## config.mk

```make
export PLATFORM = sky130hd
export DESIGN_NAME = json_string_unescape_utf8
export DESIGN_NICKNAME = d
export VERILOG_FILES = /design/src/sv/jsu_pkg.sv /design/src/sv/json_string_unescape_utf8.sv /design/src/sv/jsu_front.sv /design/src/sv/jsu_queue.sv /design/src/sv/jsu_back.sv
export SDC_FILE = /design/constraint.sdc
export NUM_CORES = 1
export LEC_CHECK = 0
export ABC_AREA = 1
export BUFFER_PORTS_ARGS = -buffer_cell sky130_fd_sc_hd__clkbuf_2
export CAP_MARGIN = 10
export CORE_AREA = 2 2 130 132
export DETAILED_ROUTE_END_ITERATION = 7
export DIE_AREA = 0 0 132 134
export PLACE_DENSITY = 0.76
export REMOVE_ABC_BUFFERS = 1
export SYNTH_ARGS = -nofsm -noshare
export SYNTH_HDL_FRONTEND = slang
export SYNTH_HIERARCHICAL = 1
export SYNTH_SLANG_ARGS = --single-unit
```

## constraint.sdc

```tcl
create_clock -name clk -period 3.75 [get_ports clk]
set_input_delay 0.75 -clock clk [delete_from_list [all_inputs] [get_ports clk]]
set_output_delay 0.75 -clock clk [all_outputs]
set_load 0.01 [all_outputs]
```

## src/sv/jsu_pkg.sv

```systemverilog
// shared types and constants of the json string unescaper
package jsu_pkg;

	typedef enum logic [2:0] {
		PH_WAIT,
		PH_STR,
		PH_ESC,
		PH_HEX,
		PH_LOW_BS,
		PH_LOW_U,
		PH_LOW_HEX
	} phase_t;

	typedef enum logic [1:0] {
		OP_RAW,
		OP_CP,
		OP_DONE,
		OP_ERR
	} cmd_op_t;

	typedef enum logic [3:0] {
		ERR_NONE          = 4'd0,
		ERR_NO_QUOTE      = 4'd1,
		ERR_UNTERM_ESC    = 4'd2,
		ERR_TRUNC_UNI     = 4'd3,
		ERR_BAD_HEX       = 4'd4,
		ERR_MISSING_LOW   = 4'd5,
		ERR_TRUNC_LOW     = 4'd6,
		ERR_BAD_LOW_HEX   = 4'd7,
		ERR_LOW_RANGE     = 4'd8,
		ERR_STRAY_LOW     = 4'd9,
		ERR_BAD_ESC       = 4'd10,
		ERR_CTRL_CHAR     = 4'd11,
		ERR_UNTERM_STR    = 4'd12
	} err_code_t;

	typedef enum logic [1:0] {
		KIND_DATA  = 2'd0,
		KIND_DONE  = 2'd1,
		KIND_ERROR = 2'd2
	} res_kind_t;

	localparam int CP_W = 21;

	localparam logic [7:0] CH_NUL   = 8'h00;
	localparam logic [7:0] CH_QUOTE = 8'h22;
	localparam logic [7:0] CH_BSL   = 8'h5C;
	localparam logic [7:0] CH_SLASH = 8'h2F;
	localparam logic [7:0] CH_B     = 8'h62;
	localparam logic [7:0] CH_F     = 8'h66;
	localparam logic [7:0] CH_N     = 8'h6E;
	localparam logic [7:0] CH_R     = 8'h72;
	localparam logic [7:0] CH_T     = 8'h74;
	localparam logic [7:0] CH_U     = 8'h75;
	localparam logic [7:0] CH_SPACE = 8'h20;

	localparam logic [5:0] HI_SURR_TAG = 6'b110110;
	localparam logic [5:0] LO_SURR_TAG = 6'b110111;
	localparam logic [CP_W-1:0] SUPP_BASE = 21'h10000;

	typedef struct packed {
		cmd_op_t         op;
		logic [CP_W-1:0] cp;
		err_code_t       code;
	} cmd_t;

endpackage

```

## src/sv/json_string_unescape_utf8.sv

```systemverilog
// top level of the json string unescaper
// Decodes the bytes of a JSON quoted string, one text byte per beat, into
// UTF-8 result beats. A text byte is taken every cycle while the command
// queue (QUEUE_DEPTH entries) has room; the decoder state machine handles it
// in that cycle. The back end drains the queue and sends one result beat per
// cycle while res_stall is low: one for a plain byte, simple escape, string end
// or error, and one to four for a \u escape or surrogate pair, so throughput is
// bounded by the single result port at one beat per cycle. Results pass the
// queue and the back end's command register. Every error ends the string with
// an error beat carrying its code; decoding resumes at the next opening quote.
module json_string_unescape_utf8 import jsu_pkg::*; #(
	parameter int QUEUE_DEPTH = 4
) (
	input  logic       clk,
	input  logic       arst_n,
	input  logic       text_valid,
	output logic       text_stall,
	input  logic [7:0] text_byte,
	output logic       res_valid,
	input  logic       res_stall,
	output logic [7:0] out_byte,
	output logic [1:0] kind,
	output logic [3:0] fault_code,
	output logic       last
);

	logic accept;
	logic push;
	cmd_t push_cmd;
	logic pop;
	cmd_t head_cmd;
	logic q_full;
	logic q_empty;

	assign text_stall = q_full;
	assign accept     = text_valid && !q_full;

	jsu_front u_front (
		.clk       (clk),
		.arst_n    (arst_n),
		.accept    (accept),
		.text_byte (text_byte),
		.push      (push),
		.cmd       (push_cmd)
	);

	jsu_queue #(
		.DEPTH (QUEUE_DEPTH)
	) u_queue (
		.clk      (clk),
		.arst_n   (arst_n),
		.push     (push),
		.push_cmd (push_cmd),
		.pop      (pop),
		.head_cmd (head_cmd),
		.full     (q_full),
		.empty    (q_empty)
	);

	jsu_back u_back (
		.clk        (clk),
		.arst_n     (arst_n),
		.q_empty    (q_empty),
		.q_cmd      (head_cmd),
		.q_pop      (pop),
		.res_valid  (res_valid),
		.res_stall  (res_stall),
		.out_byte   (out_byte),
		.kind       (kind),
		.fault_code (fault_code),
		.last       (last)
	);

endmodule

```

## src/sv/jsu_front.sv

```systemverilog
// front end: escape decoding state machine, one text byte per cycle while accept is high
module jsu_front import jsu_pkg::*; (
	input  logic       clk,
	input  logic       arst_n,
	input  logic       accept,
	input  logic [7:0] text_byte,
	output logic       push,
	output cmd_t       cmd
);

	phase_t      phase_q, phase_d;
	logic [15:0] hex_q, hex_d;
	logic [9:0]  hs_q, hs_d;
	logic [1:0]  cnt_q, cnt_d;
	logic        bad_q, bad_d;

	logic [3:0]  nib;
	logic        nib_ok;
	logic [15:0] new_hex;
	logic        bad_n;
	logic        fourth;
	logic        is_hi;
	logic        is_lo;
	logic [CP_W-1:0] pair_cp;

	always_comb begin
		nib    = 4'd0;
		nib_ok = 1'b1;
		if (text_byte >= 8'h30 && text_byte <= 8'h39) begin
			nib = 4'(text_byte - 8'h30);
		end else if (text_byte >= 8'h61 && text_byte <= 8'h66) begin
			nib = 4'(text_byte - 8'h57);
		end else if (text_byte >= 8'h41 && text_byte <= 8'h46) begin
			nib = 4'(text_byte - 8'h37);
		end else begin
			nib_ok = 1'b0;
		end
	end

	assign new_hex = {hex_q[11:0], nib};
	assign bad_n   = bad_q | ~nib_ok;
	assign fourth  = (cnt_q == 2'd3);
	assign is_hi   = (new_hex[15:10] == HI_SURR_TAG);
	assign is_lo   = (new_hex[15:10] == LO_SURR_TAG);
	assign pair_cp = SUPP_BASE + {1'b0, hs_q, new_hex[9:0]};

	// next state
	always_comb begin
		phase_d = phase_q;
		hex_d   = hex_q;
		hs_d    = hs_q;
		cnt_d   = cnt_q;
		bad_d   = bad_q;
		case (phase_q)
			PH_WAIT: begin
				if (text_byte == CH_QUOTE) phase_d = PH_STR;
			end
			PH_STR: begin
				if (text_byte == CH_NUL || text_byte == CH_QUOTE) begin
					phase_d = PH_WAIT;
				end else if (text_byte == CH_BSL) begin
					phase_d = PH_ESC;
				end else if (text_byte < CH_SPACE) begin
					phase_d = PH_WAIT;
				end
			end
			PH_ESC: begin
				case (text_byte)
					CH_QUOTE, CH_BSL, CH_SLASH, CH_B, CH_F, CH_N, CH_R, CH_T: begin
						phase_d = PH_STR;
					end
					CH_U: begin
						phase_d = PH_HEX;
						hex_d   = 16'd0;
						cnt_d   = 2'd0;
						bad_d   = 1'b0;
					end
					default: phase_d = PH_WAIT;
				endcase
			end
			PH_HEX, PH_LOW_HEX: begin
				if (text_byte == CH_NUL) begin
					phase_d = PH_WAIT;
				end else begin
					hex_d = new_hex;
					bad_d = bad_n;
					if (fourth) begin
						cnt_d = 2'd0;
						if (bad_n) begin
							phase_d = PH_WAIT;
						end else if (phase_q == PH_HEX) begin
							if (is_hi) begin
								hs_d    = new_hex[9:0];
								phase_d = PH_LOW_BS;
							end else if (is_lo) begin
								phase_d = PH_WAIT;
							end else begin
								phase_d = PH_STR;
							end
						end else begin
							phase_d = is_lo ? PH_STR : PH_WAIT;
						end
					end else begin
						cnt_d = cnt_q + 2'd1;
					end
				end
			end
			PH_LOW_BS: begin
				phase_d = (text_byte == CH_BSL) ? PH_LOW_U : PH_WAIT;
			end
			PH_LOW_U: begin
				if (text_byte == CH_U) begin
					phase_d = PH_LOW_HEX;
					hex_d   = 16'd0;
					cnt_d   = 2'd0;
					bad_d   = 1'b0;
				end else begin
					phase_d = PH_WAIT;
				end
			end
			default: phase_d = PH_WAIT;
		endcase
	end

	// commands to the back end
	always_comb begin
		push     = 1'b0;
		cmd.op   = OP_RAW;
		cmd.cp   = {13'd0, text_byte};
		cmd.code = ERR_NONE;
		case (phase_q)
			PH_WAIT: begin
				if (text_byte != CH_QUOTE) begin
					push     = 1'b1;
					cmd.op   = OP_ERR;
					cmd.code = ERR_NO_QUOTE;
				end
			end
			PH_STR: begin
				if (text_byte == CH_NUL) begin
					push     = 1'b1;
					cmd.op   = OP_ERR;
					cmd.code = ERR_UNTERM_STR;
				end else if (text_byte == CH_QUOTE) begin
					push   = 1'b1;
					cmd.op = OP_DONE;
				end else if (text_byte == CH_BSL) begin
					push = 1'b0;
				end else if (text_byte < CH_SPACE) begin
					push     = 1'b1;
					cmd.op   = OP_ERR;
					cmd.code = ERR_CTRL_CHAR;
				end else begin
					push = 1'b1;
				end
			end
			PH_ESC: begin
				push = 1'b1;
				case (text_byte)
					CH_QUOTE, CH_BSL, CH_SLASH: cmd.cp = {13'd0, text_byte};
					CH_B: cmd.cp = 21'h08;
					CH_F: cmd.cp = 21'h0C;
					CH_N: cmd.cp = 21'h0A;
					CH_R: cmd.cp = 21'h0D;
					CH_T: cmd.cp = 21'h09;
					CH_U: push = 1'b0;
					CH_NUL: begin
						cmd.op   = OP_ERR;
						cmd.code = ERR_UNTERM_ESC;
					end
					default: begin
						cmd.op   = OP_ERR;
						cmd.code = ERR_BAD_ESC;
					end
				endcase
			end
			PH_HEX: begin
				if (text_byte == CH_NUL) begin
					push     = 1'b1;
					cmd.op   = OP_ERR;
					cmd.code = ERR_TRUNC_UNI;
				end else if (fourth) begin
					if (bad_n) begin
						push     = 1'b1;
						cmd.op   = OP_ERR;
						cmd.code = ERR_BAD_HEX;
					end else if (is_lo) begin
						push     = 1'b1;
						cmd.op   = OP_ERR;
						cmd.code = ERR_STRAY_LOW;
					end else if (!is_hi) begin
						push   = 1'b1;
						cmd.op = OP_CP;
						cmd.cp = {5'd0, new_hex};
					end
				end
			end
			PH_LOW_BS: begin
				if (text_byte != CH_BSL) begin
					push     = 1'b1;
					cmd.op   = OP_ERR;
					cmd.code = ERR_MISSING_LOW;
				end
			end
			PH_LOW_U: begin
				if (text_byte != CH_U) begin
					push     = 1'b1;
					cmd.op   = OP_ERR;
					cmd.code = ERR_MISSING_LOW;
				end
			end
			PH_LOW_HEX: begin
				if (text_byte == CH_NUL) begin
					push     = 1'b1;
					cmd.op   = OP_ERR;
					cmd.code = ERR_TRUNC_LOW;
				end else if (fourth) begin
					push = 1'b1;
					if (bad_n) begin
						cmd.op   = OP_ERR;
						cmd.code = ERR_BAD_LOW_HEX;
					end else if (!is_lo) begin
						cmd.op   = OP_ERR;
						cmd.code = ERR_LOW_RANGE;
					end else begin
						cmd.op = OP_CP;
						cmd.cp = pair_cp;
					end
				end
			end
			default: begin
				push     = 1'b1;
				cmd.op   = OP_ERR;
				cmd.code = ERR_NO_QUOTE;
			end
		endcase
		if (!accept) push = 1'b0;
	end

	always_ff @(posedge clk or negedge arst_n) begin
		if (!arst_n) begin
			phase_q <= PH_WAIT;
			hex_q   <= 16'd0;
			hs_q    <= 10'd0;
			cnt_q   <= 2'd0;
			bad_q   <= 1'b0;
		end else if (accept) begin
			phase_q <= phase_d;
			hex_q   <= hex_d;
			hs_q    <= hs_d;
			cnt_q   <= cnt_d;
			bad_q   <= bad_d;
		end
	end

endmodule

```

## src/sv/jsu_queue.sv

```systemverilog
// command queue between the front and back ends
module jsu_queue import jsu_pkg::*; #(
	parameter int DEPTH = 4
) (
	input  logic clk,
	input  logic arst_n,
	input  logic push,
	input  cmd_t push_cmd,
	input  logic pop,
	output cmd_t head_cmd,
	output logic full,
	output logic empty
);

	localparam int PTR_W = (DEPTH > 1) ? $clog2(DEPTH) : 1;
	localparam int CNT_W = $clog2(DEPTH + 1);

	cmd_t             mem_q [DEPTH];
	logic [PTR_W-1:0] wr_q, rd_q;
	logic [CNT_W-1:0] cnt_q;
	logic             do_push, do_pop;

	assign full     = (cnt_q == CNT_W'(DEPTH));
	assign empty    = (cnt_q == '0);
	assign do_push  = push && !full;
	assign do_pop   = pop && !empty;
	assign head_cmd = mem_q[rd_q];

	always_ff @(posedge clk) begin
		if (do_push) mem_q[wr_q] <= push_cmd;
	end

	always_ff @(posedge clk or negedge arst_n) begin
		if (!arst_n) begin
			wr_q  <= '0;
			rd_q  <= '0;
			cnt_q <= '0;
		end else begin
			if (do_push) wr_q <= (wr_q == PTR_W'(DEPTH - 1)) ? '0 : wr_q + 1'b1;
			if (do_pop) rd_q <= (rd_q == PTR_W'(DEPTH - 1)) ? '0 : rd_q + 1'b1;
			if (do_push && !do_pop) cnt_q <= cnt_q + 1'b1;
			else if (do_pop && !do_push) cnt_q <= cnt_q - 1'b1;
		end
	end

endmodule

```

## src/sv/jsu_back.sv

```systemverilog
// back end: expands commands into result beats, utf-8 encoding code points
module jsu_back import jsu_pkg::*; (
	input  logic       clk,
	input  logic       arst_n,
	input  logic       q_empty,
	input  cmd_t       q_cmd,
	output logic       q_pop,
	output logic       res_valid,
	input  logic       res_stall,
	output logic [7:0] out_byte,
	output logic [1:0] kind,
	output logic [3:0] fault_code,
	output logic       last
);

	cmd_t       cur_q;
	logic       cur_vld_q;
	logic [1:0] idx_q;
	logic [1:0] lidx;
	logic       beat_done;
	logic       cmd_done;
	logic [CP_W-1:0] cp;

	assign cp = cur_q.cp;

	always_comb begin
		lidx = 2'd0;
		if (cur_q.op == OP_CP) begin
			if (cp <= 21'h7F) lidx = 2'd0;
			else if (cp <= 21'h7FF) lidx = 2'd1;
			else if (cp <= 21'hFFFF) lidx = 2'd2;
			else lidx = 2'd3;
		end
	end

	always_comb begin
		out_byte = 8'h00;
		case (cur_q.op)
			OP_RAW: out_byte = cp[7:0];
			OP_CP: begin
				case (lidx)
					2'd0: out_byte = cp[7:0];
					2'd1: out_byte = (idx_q == 2'd0) ? {3'b110, cp[10:6]} : {2'b10, cp[5:0]};
					2'd2: begin
						case (idx_q)
							2'd0: out_byte = {4'b1110, cp[15:12]};
							2'd1: out_byte = {2'b10, cp[11:6]};
							default: out_byte = {2'b10, cp[5:0]};
						endcase
					end
					default: begin
						case (idx_q)
							2'd0: out_byte = {5'b11110, cp[20:18]};
							2'd1: out_byte = {2'b10, cp[17:12]};
							2'd2: out_byte = {2'b10, cp[11:6]};
							default: out_byte = {2'b10, cp[5:0]};
						endcase
					end
				endcase
			end
			default: out_byte = 8'h00;
		endcase
	end

	always_comb begin
		case (cur_q.op)
			OP_DONE: kind = KIND_DONE;
			OP_ERR:  kind = KIND_ERROR;
			default: kind = KIND_DATA;
		endcase
	end

	assign fault_code = (cur_q.op == OP_ERR) ? cur_q.code : ERR_NONE;
	assign last       = (idx_q == lidx);
	assign res_valid  = cur_vld_q;
	assign beat_done  = cur_vld_q && !res_stall;
	assign cmd_done   = beat_done && last;
	assign q_pop      = (!cur_vld_q || cmd_done) && !q_empty;

	always_ff @(posedge clk) begin
		if (q_pop) cur_q <= q_cmd;
	end

	always_ff @(posedge clk or negedge arst_n) begin
		if (!arst_n) begin
			cur_vld_q <= 1'b0;
			idx_q     <= 2'd0;
		end else begin
			if (q_pop) begin
				cur_vld_q <= 1'b1;
				idx_q     <= 2'd0;
			end else if (cmd_done) begin
				cur_vld_q <= 1'b0;
				idx_q     <= 2'd0;
			end else if (beat_done) begin
				idx_q <= idx_q + 2'd1;
			end
		end
	end

endmodule

```

Word-level counts from Yosys, hierarchy flattened
Memory sizes are Yosys's and may differ from the RTL's. A register that Yosys moved wholly into a read port is not among the register bits.
Cells that the tools add are included.

storage, ports and cells
  memories = 1
  bits in registers = 38
  logic and storage cells = 218
  memory bits (writable) = 108

cells by class
  reduce and logical (&&, ||, !) cells = 36
  equal/unequal tests = 37
  bitwise operators = 4
  mux-type cells = 110
  add/sub/neg operators = 10
  order comparisons = 10

memories
  memory         words  width  read ports  clocked after Yosys merged registers in  write ports  line             source
  u_queue.mem_q  4      27     1           1                                        1            jsu_queue.sv:18  cmd_t mem_q [DEPTH];

operators by type and width
  kind                                                                      count
  21-bit 2-to-1 mux                                                         6
  21-bit case mux with 3 select lines                                       1
  8-bit by 7-bit equality test with 1-bit output (second input constant)    7
  4-bit 2-to-1 mux                                                          14
  27-bit 2-to-1 mux                                                         2
  2-bit 2-to-1 mux                                                          25
  3-bit 2-to-1 mux                                                          15
  8-bit case mux with 5 select lines                                        1
  1-bit 2-to-1 mux                                                          28
  4-bit case mux with 7 select lines                                        1
  12-bit 2-to-1 mux                                                         2
  12-bit case mux with 2 select lines                                       1
  8-bit case mux with 3 select lines                                        1
  22-bit 2-to-1 mux                                                         1
  17-bit by 20-bit adder with 21-bit output (first input constant)          1
  21-bit by 11-bit <= comparator with 1-bit output (second input constant)  1
  21-bit by 16-bit <= comparator with 1-bit output (second input constant)  1
  21-bit by 7-bit <= comparator with 1-bit output (second input constant)   1
  7-bit case mux with 3 select lines                                        1
  3-bit case mux with 6 select lines                                        1
  8-bit by 6-bit equality test with 1-bit output (second input constant)    2
  8-bit by 7-bit >= comparator with 1-bit output (second input constant)    2
  8-bit by 7-bit <= comparator with 1-bit output (second input constant)    2
  8-bit by 7-bit inequality test with 1-bit output (second input constant)  2
  43 further kinds                                                          88

Logic depth before layout (Yosys ltp)
Gate-level depths: netlist of the first run.

  word-level depth = 17
  depth in mapped cells = 21
  gate-level depth less buffers = 21

Modules after synthesis
Netlist of the first run, hierarchy kept.

by module, submodules not included
  module                     cells each  seq. area each (um^2)  area each (um^2)  times used
  jsu_queue                  375         3418.3                 4780.8            1
  jsu_front                  378         700.7                  2473.6            1
  jsu_back                   208         885.8                  1828.0            1
  json_string_unescape_utf8  2           0.0                    10.0              1

Worst setup path before layout of the first run
Ideal clock, no wire load.

  kind = register -> register
  start point = reg, netlist name u_back/cp[16]
  end point = reg u_queue.cnt_q[1]
  slack = -52 ps
  arrival = 3676 ps
  library setup time = 126 ps
  required time = 3624 ps
  cell stages (with the launch flop) = 15
  cell sequence = edfxtp_1 -> or2_1 -> nor2_2 -> nand2_1 -> nand3_2 -> nand2_2 -> nand2_2 -> nand3_4 -> a21oi_1 -> nand2_1 -> ha_1 -> inv_1 -> fa_1 -> nand2_1 -> o21ai_0

on the way
  cells in the longest elaborated chain, start to end = 13

RTL lines
  item                                                    line                             source
  21-bit by 16-bit <= comparator with 1-bit output        jsu_back.sv:31                   else if (cp <= 21'hFFFF) lidx = 2'd2;
  1-bit 2-to-1 mux                                        jsu_back.sv:31
  2-bit 2-to-1 mux                                        jsu_back.sv:30                   else if (cp <= 21'h7FF) lidx = 2'd1;
  2-bit 2-to-1 mux (*)                                    jsu_back.sv:29                   if (cp <= 21'h7F) lidx = 2'd0;
  2-bit 2-to-1 mux (*)                                    jsu_back.sv:28                   if (cur_q.op == OP_CP) begin
  2-bit equality test (*)                                 jsu_back.sv:74                   assign last = (idx_q == lidx);
  1-bit logical AND (*)                                   jsu_back.sv:77                   assign cmd_done = beat_done && last;
  1-bit logical OR (*)                                    jsu_back.sv:78                   assign q_pop = (!cur_vld_q || cmd_done) && !q_empty;
  1-bit logical AND (*)                                   jsu_back.sv:78
  via pop                                                 json_string_unescape_utf8.sv:30  logic pop;
  1-bit logical AND (*)                                   jsu_queue.sv:26                  assign do_pop = pop && !empty;
  1-bit logical NOT                                       jsu_queue.sv:41                  if (do_push && !do_pop) cnt_q <= cnt_q + 1'b1;
  1-bit logical AND                                       jsu_queue.sv:41
  3-bit 2-to-1 mux or 2-bit nonzero test (tied branches)  -
  to (signal assigned)                                    jsu_queue.sv:41
  to (signal assigned)                                    jsu_queue.sv:42                  else if (do_pop && !do_push) cnt_q <= cnt_q - 1'b1;
  to (decl)                                               jsu_queue.sv:20                  logic [CNT_W-1:0] cnt_q;

Mark *: on every way through the listed nets, which the timed path passes. The rest lies on a longest branch.
A chain may end at the register's enable or synchronous reset.

Worst setup path after layout of the first run
  start point = reg, netlist name u_back/cp[14]
  end point = out out_byte[4]

on the way
  cells in the longest elaborated chain, start to end = 8

RTL lines
  item                                               line                             source
  21-bit by 16-bit <= comparator with 1-bit output   jsu_back.sv:31
  1-bit 2-to-1 mux                                   jsu_back.sv:31
  2-bit 2-to-1 mux                                   jsu_back.sv:30
  2-bit 2-to-1 mux (*)                               jsu_back.sv:29
  2-bit 2-to-1 mux (*)                               jsu_back.sv:28
  2-bit equality test, or another cell as far along  jsu_back.sv:41                   case (lidx)
  8-bit case mux with 3 select lines (*)             jsu_back.sv:41
  8-bit case mux with 2 select lines (*)             jsu_back.sv:38                   case (cur_q.op)
  to (decl)                                          json_string_unescape_utf8.sv:21  output logic [7:0] out_byte,

Every way passes the cells marked *; elsewhere a longest branch is shown, timed or not.

==> results of run 1 <==
==> cell usage in the layout, fill, tap and decap left out, types with 7 or more instances in the layout <==
master / instances
nor2_2: 11
nor2_1: 59
o22ai_1: 12
o21ai_1: 7
a21oi_1: 20
o21ai_0: 39
clkbuf_16: 17
nand4_1: 20
buf_4: 9
nand3_1: 56
o211ai_1: 63
ha_1: 21
edfxtp_1: 135
inv_1: 142
inv_2: 20
nor3_1: 7
clkbuf_2: 28
dfrtp_1: 37
nand2_1: 234
nand2_2: 11
==> sequential cells by signal, indices dropped and copies added (netlist names) <==
signal / flops
u_front/phase_q: 3
u_back/cur_q: 6
u_back/cp: 21
u_front/hex_q: 12
u_back/idx_q: 2
u_front/hs_q: 10
u_queue/mem_q: 108
u_front/cnt_q: 2
u_queue/cnt_q: 3
u_back/res_valid: 1
u_queue/wr_q: 2
u_queue/rd_q: 2
u_front/bad_q: 1
==> per-stage QoR <==
step	utilization, %	hold WS [ns]
5_1_grt	61.5	0.361
3_3_place_gp	58.0	0.467
6_report	61.5	0.314
3_5_place_dp	58.0	0.478
2_1_floorplan	-	0.453
4_1_cts	61.5	0.329
==> synth_stat cells, types with 11 or more instances <==
master	number
ha_1	21
inv_2	20
inv_1	142
nand3_1	56
a21oi_1	21
o22ai_1	12
nand2_2	11
dfrtp_1	38
edfxtp_1	135
nand2_1	234
nand4_1	20
o211ai_1	63
nor2_1	63
buf_6	14
o21ai_0	39
==> final cells by class <==
type	instances	area (um^2)
clock inverters	15	151
well taps	220	275
inverters	162	608
flip-flops and latches	173	5010
fillers	1330	6260
multi-input cells	601	3250
clock buffers	17	425
repair buffers	42	308
==> how the worst max path moves through the flow <==
stage / cells past startpoint / start / end
2_1_floorplan: 14 / u_back/cp[16]$_DFFE_PP_ / u_queue/cnt_q[1]$_DFFE_PN0P_
3_3_place_gp: 22 / text_byte[1] / u_queue/cnt_q[2]$_DFFE_PN0P_
3_5_place_dp: 22 / text_byte[0] / u_queue/cnt_q[2]$_DFFE_PN0P_
4_1_cts: 11 / u_back/cur_q[26]$_DFFE_PP_ / out_byte[4]
5_1_grt: 14 / u_back/cp[14]$_DFFE_PP_ / out_byte[3]
6_report: 13 / u_back/cp[14]$_DFFE_PP_ / out_byte[4]
==> cells by family (layout without fill, tap and decap cells) <==
kind of cell	count (synthesis)	after routing	synth area share (%)
simple gates	418	418	21.0
compound gates	159	159	11.3
xor+xnor	2	2	0.193
fa+ha+maj	22	22	3.11
flops	173	173	55.0
buf+inv	189	236	9.36
==> power breakdown <==
part / switching, mW / internal (mW) / leakage (nW)
clock network: 0.779 / 0.939 / 0.278
registers: 0.287 / 2.62 / 1.71
logic: 1.45 / 0.735 / 2.29
total: 2.51 / 4.30 / 4.28
==> per-layer routing <==
| layer | share of wire (%) | GRT usage (%) |
|---|---|---|
| met5 | 0 | 0 |
| met4 | 3.0 | 9.96 |
| met3 | 5.6 | 3.55 |
| met2 | 48 | 38.6 |
| met1 | 44 | 32.6 |
==> impl_metrics.json, run 1 <==
{
  "status": "completed",
  "dieArea_um2": 17700,
  "post_synth_num_cell_types": 43,
  "critical_path_buf_inv_count": 1,
  "row_count": 47,
  "yosysTopAreaCellShare_pct": 44.6,
  "startpoint_type": "register",
  "num-nets-final": 1031,
  "cts_tree": "yes",
  "grt_usage_pct": 23.9,
  "worstReg2RegEnd": "u_queue/cnt_q[2]$_DFFE_PN0P_",
  "rsz0062_at_grt": "false",
  "worst_slack_ns": 0.326,
  "cts_inserted_buffers": 17,
  "post-cts-setup-buffers": 0,
  "synth_cells": 963,
  "drc_errors": 0,
  "cpPeakStageDelay_ns": 0.44,
  "min_path_type": "in -> async",
  "cts_resized": 0,
  "clk_pin_slew_ns": 0.07,
  "rrSetupSlack_ns": 0.92,
  "ys_top_cells_by_area": "edfxtp_1 45%, dfrtp_1 10%, nand2_1 9.7%",
  "rr_startpoint": "u_front/cnt_q[0]$_DFFE_PN0P_",
  "initial_core_util_pct": 55.8,
  "drtIter0Drc": 683,
  "crit_arrival_ns": 2.67,
  "final_max_slew_viol_count": 0,
  "io_buffer_count": 28,
  "instances_no_fill": 1230,
  "synth_edf_count": 135,
  "overflow": 0,
  "finClkSkew_ns": 0.0107,
  "dpl_cell_area_um2": 9450,
  "root_buffer": "clkbuf_16",
  "post-route-min-period_ns": 3.42,
  "wl_per_cell_um": 16.4,
  "p_leak_nw": 4.28,
  "cp.required_ns": 3.00,
  "critical_path_class": "reg -> out",
  "synth_async_sr_flop_share_pct": 22.0,
  "path_cells": "nor2_1, nand2_1, nor2_2, nand2_1, nand3_2, ha_1, nand2_1, nand2_1, nand2_1, o211ai_1, nand3_1, o21ai_0, clkbuf_2",
  "cts_hold_buf": 0,
  "gp_congestion": 0.940,
  "r2r_cells": 17,
  "core_um2": 16300,
  "htreeDepth": 4,
  "irDropWorstVdd_uv": 414,
  "grt_max_degree": 61,
  "cp_slowest_cell": "edfxtp_1",
  "ioPinCount": 29,
  "dp_cells": 1198,
  "clk_latency_ns": 0.42,
  "path_common_cell": "nand2_1",
  "antenna_found_initial": 0,
  "synth_ff_type": "edfxtp_1",
  "fmax_mhz": 292,
  "ant_nets": 0,
  "setup_violations": 0,
  "grt_pass1_wl_um": 33000,
  "finalHoldViolCount": 0,
  "ys.warnings.count": 6,
  "via_per_inst": 5.53,
  "fin_crit_sh_pct": 91.3,
  "cts.sinks": 173,
  "vias": 6802,
  "dr.pass1.iters": 6,
  "synth.avg_cell_area_um2": 9.44,
  "dpl.hpwl_um": 14400,
  "die-height_um": 134,
  "ys_seq_area_share_pct": 55.0,
  "tightest_slew_ns": 0.830,
  "dp_slack_ns": 0.209,
  "grt_pass1_vias": 6427,
  "p_per_area_nw_per_um2": 679,
  "critPathMaxFanout": 12,
  "drv_cap": 0,
  "crit_family": "simple AND/OR/NAND/NOR gates",
  "syn2layout_area_growth_pct": 10.3,
  "syn_area_um2": 9090,
  "max-slew-margin-rel_pct": 44.6,
  "layout-drive-gt1-share_pct": 13.9,
  "die_w_um": 132,
  "tns_ns": 0,
  "total_power_mw": 6.81,
  "yosysTopAreaCell": "edfxtp_1",
  "cp-end-kind": "output pin",
  "finalWirelength_um": 20200,
  "fin_area_um2": 10000,
  "ys_ff_latch": 173,
  "clockBufferDepth": 2,
  "antennaDiodeCount": 0
}
Power figures use the tool's default switching activity.
==> run 2, diff against run 1 <==
CORE_AREA = 2 2 127 129   (was 2 2 130 132)
DIE_AREA = 0 0 129 131   (was 0 0 132 134)
PLACE_DENSITY = 0.75   (was 0.76)
SYNTH_HIERARCHICAL = default   (was 1)
==> impl_metrics.json, run 2 <==
{
  "status": "completed",
  "cts_hold_buf": 0,
  "top_regs": "u_queue.mem_q x108, u_back.cp x21, u_front.hex_q x12",
  "drc_errors": 0,
  "htreeDepth": 4,
  "post-cts-setup-buffers": 0,
  "pwr-share-clk_pct": 23.1,
  "grt_usage_pct": 23.3,
  "ys_top_cells_by_area": "edfxtp_1 47%, dfrtp_1 11%, nand2_1 6.0%",
  "die_w_um": 129,
  "startpoint_type": "register",
  "synth_ff_type": "edfxtp_1",
  "fillers": 1271,
  "dp_slack_ns": 0.229,
  "antennaDiodeCount": 0,
  "ioPinCount": 29,
  "syn2layout_area_growth_pct": 12.0,
  "cp-end-kind": "output pin",
  "p_leak_nw": 3.86,
  "dr.pass1.iters": 7,
  "rsz0062_at_grt": "false",
  "ys_ff_latch": 173,
  "synth_edf_count": 135,
  "irDropWorstVdd_uv": 371,
  "yosysTopAreaCell": "edfxtp_1",
  "finClkSkew_ns": 0.00843,
  "cts_tree": "yes",
  "cts_resized": 0,
  "critical_path_class": "reg -> out",
  "setup_violations": 0,
  "antenna_found_initial": 0,
  "io_buffer_count": 28,
  "cp.required_ns": 3.00,
  "num-nets-final": 943,
  "synth.avg_cell_area_um2": 9.79,
  "crit_family": "simple AND/OR/NAND/NOR gates",
  "gp_congestion": 0.943,
  "max-slew-margin-rel_pct": 29.2,
  "fmax_mhz": 294,
  "fin_crit_sh_pct": 90.7,
  "p_per_area_nw_per_um2": 738,
  "fin_area_um2": 9560,
  "power.share.combinational_pct": 34.7,
  "synth.most_common_cell": "nand2_1",
  "core_um2": 15600,
  "timing.hold.ws_ns": 0.496,
  "root_buffer": "clkbuf_16",
  "grt_max_degree": 58,
  "vias": 6319,
  "worst_slack_ns": 0.349,
  "grt_pass1_wl_um": 29700,
  "finalWirelength_um": 18500,
  "largest_reg_flops": 108,
  "syn_area_um2": 8540,
  "ant_nets": 0,
  "final_max_slew_viol_count": 0,
  "tns_ns": 0,
  "ys_seq_area_share_pct": 58.6,
  "overflow": 0,
  "finalHoldViolCount": 0,
  "clockBufferDepth": 2,
  "cpPeakStageDelay_ns": 0.43,
  "post_synth_num_cell_types": 48,
  "drtIter0Drc": 554,
  "final_core_util_pct": 61.3,
  "cp_slowest_cell": "edfxtp_1",
  "cts_inserted_buffers": 17,
  "layout-drive-gt1-share_pct": 12.5,
  "post-route-min-period_ns": 3.40,
  "path_common_cell": "nand3_1",
  "cts.sinks": 173,
  "wl_per_cell_um": 16.2,
  "crit_arrival_ns": 2.65,
  "grt_pass1_vias": 5975,
  "yosysTopAreaCellShare_pct": 47.5,
  "synth_top_cells_by_count": "137 x nand2_1, 135 x edfxtp_1, 114 x nor2_1",
  "seq_power_share_pct": 42.2,
  "clk_pin_slew_ns": 0.06,
  "p_sw_share_pct": 36.1,
  "dieArea_um2": 16900,
  "layout_commonest_cell": "nand2_1",
  "internal_power_mw": 4.51,
  "p_switching_mw": 2.55,
  "clk_latency_ns": 0.42,
  "dp_cells": 1106,
  "drv_cap": 0,
  "layout_common_cells": "137 x nand2_1, 135 x edfxtp_1, 109 x nor2_1, 106 x inv_1, 100 x o21ai_0",
  "instances_no_fill": 1138,
  "die-height_um": 131,
  "ys.warnings.count": 0,
  "regMostFlops": "u_queue.mem_q",
  "min_path_type": "reg -> reg",
  "multi_input_comb_area_um2": 3030,
  "via_per_inst": 5.55,
  "dpl_cell_area_um2": 8990,
  "critPathMaxFanout": 6,
  "synth_cells": 872,
  "total_power_mw": 7.06,
  "row_count": 46,
  "path_cells": "or2_2, nor2_1, nand3_1, nand3_1, ha_1, inv_1, o22ai_2, nand2_1, o2111ai_1, nand3_1, o21ai_0, clkbuf_2",
  "synth_async_sr_flop_share_pct": 22.0,
  "critical_path_buf_inv_count": 2,
  "initial_core_util_pct": 54.7,
  "layout.area.seq_um2": 5000,
  "dpl.hpwl_um": 13000,
  "tightest_slew_ns": 1.06
}
[run 2: cell type report]
type	count	share of cell area (%)
clock buffer	21	4.82
multi-input combinational	562	31.7
timing repair buffer	41	2.88
clock inverter	11	0.956
inverter	114	4.48
tap	216	2.83
sequential	173	52.4
[run 2: final timing paths]
kind | endpoint | start | depth (start not counted) | slack [ns]
max | out_byte[1] | u_back.cp[9]$_DFFE_PP_ | 12 | 0.35
max in group asynchronous | u_front.hex_q[10]$_DFFE_PN0P_ | arst_n | 1 | 2.57
min reg2reg | u_front.hs_q[4]$_DFFE_PN0P_ | u_front.hs_q[4]$_DFFE_PN0P_ | 2 | 0.50
min | u_front.hs_q[4]$_DFFE_PN0P_ | u_front.hs_q[4]$_DFFE_PN0P_ | 2 | 0.50
min in group asynchronous | u_queue.rd_q[1]$_DFFE_PN0P_ | arst_n | 1 | 0.51
max reg2reg | u_queue.cnt_q[2]$_DFFE_PN0P_ | u_front.cnt_q[0]$_DFFE_PN0P_ | 17 | 0.91
[run 2: logic make-up after synthesis]
kind of cell	Yosys count	synth area share [%]
simple gates	342	17.7
compound gates	193	13.7
flops	173	58.6
buf+inv	137	6.17
fa+ha+maj	22	3.31
xor+xnor	4	0.411
mux	1	0.132
[run 2: power by group through the flow]
stage	Clock (mW)	Sequential, mW	Combinational (mW)
final	1.63	2.98	2.45
after global routing	1.74	3.03	2.78
after CTS	1.65	2.97	2.45
after detailed placement	0	3.01	2.44
after global placement	0	2.99	2.38
after floorplan	0	3.01	1.61
[run 2: layer usage]
metal	routed length (um)	global-route usage [%]	up-vias	share of wire, %
met2	9130	39.4	197	49
met3	952	4.56	43	5.2
li1	-	-	3093	-
met4	481	10.2	0	2.6
met5	0	0	-	0
met1	7920	29.3	2986	43
[run 2: worst reg2reg max path: stages (launching register included)]
cell and delay (ns):
dfrtp_1 0.36, ha_1 0.34, inv_1 0.23, nor2_1 0.22
inv_1 0.08, nand2_1 0.07, a21oi_1 0.04, nand2_1 0.07
nand2_1 0.04, nand2_1 0.09, nand2_1 0.08, inv_1 0.06
ha_1 0.13, inv_1 0.07, fa_1 0.43, a21oi_1 0.15
o21ai_0 0.12, xor2_1 0.15
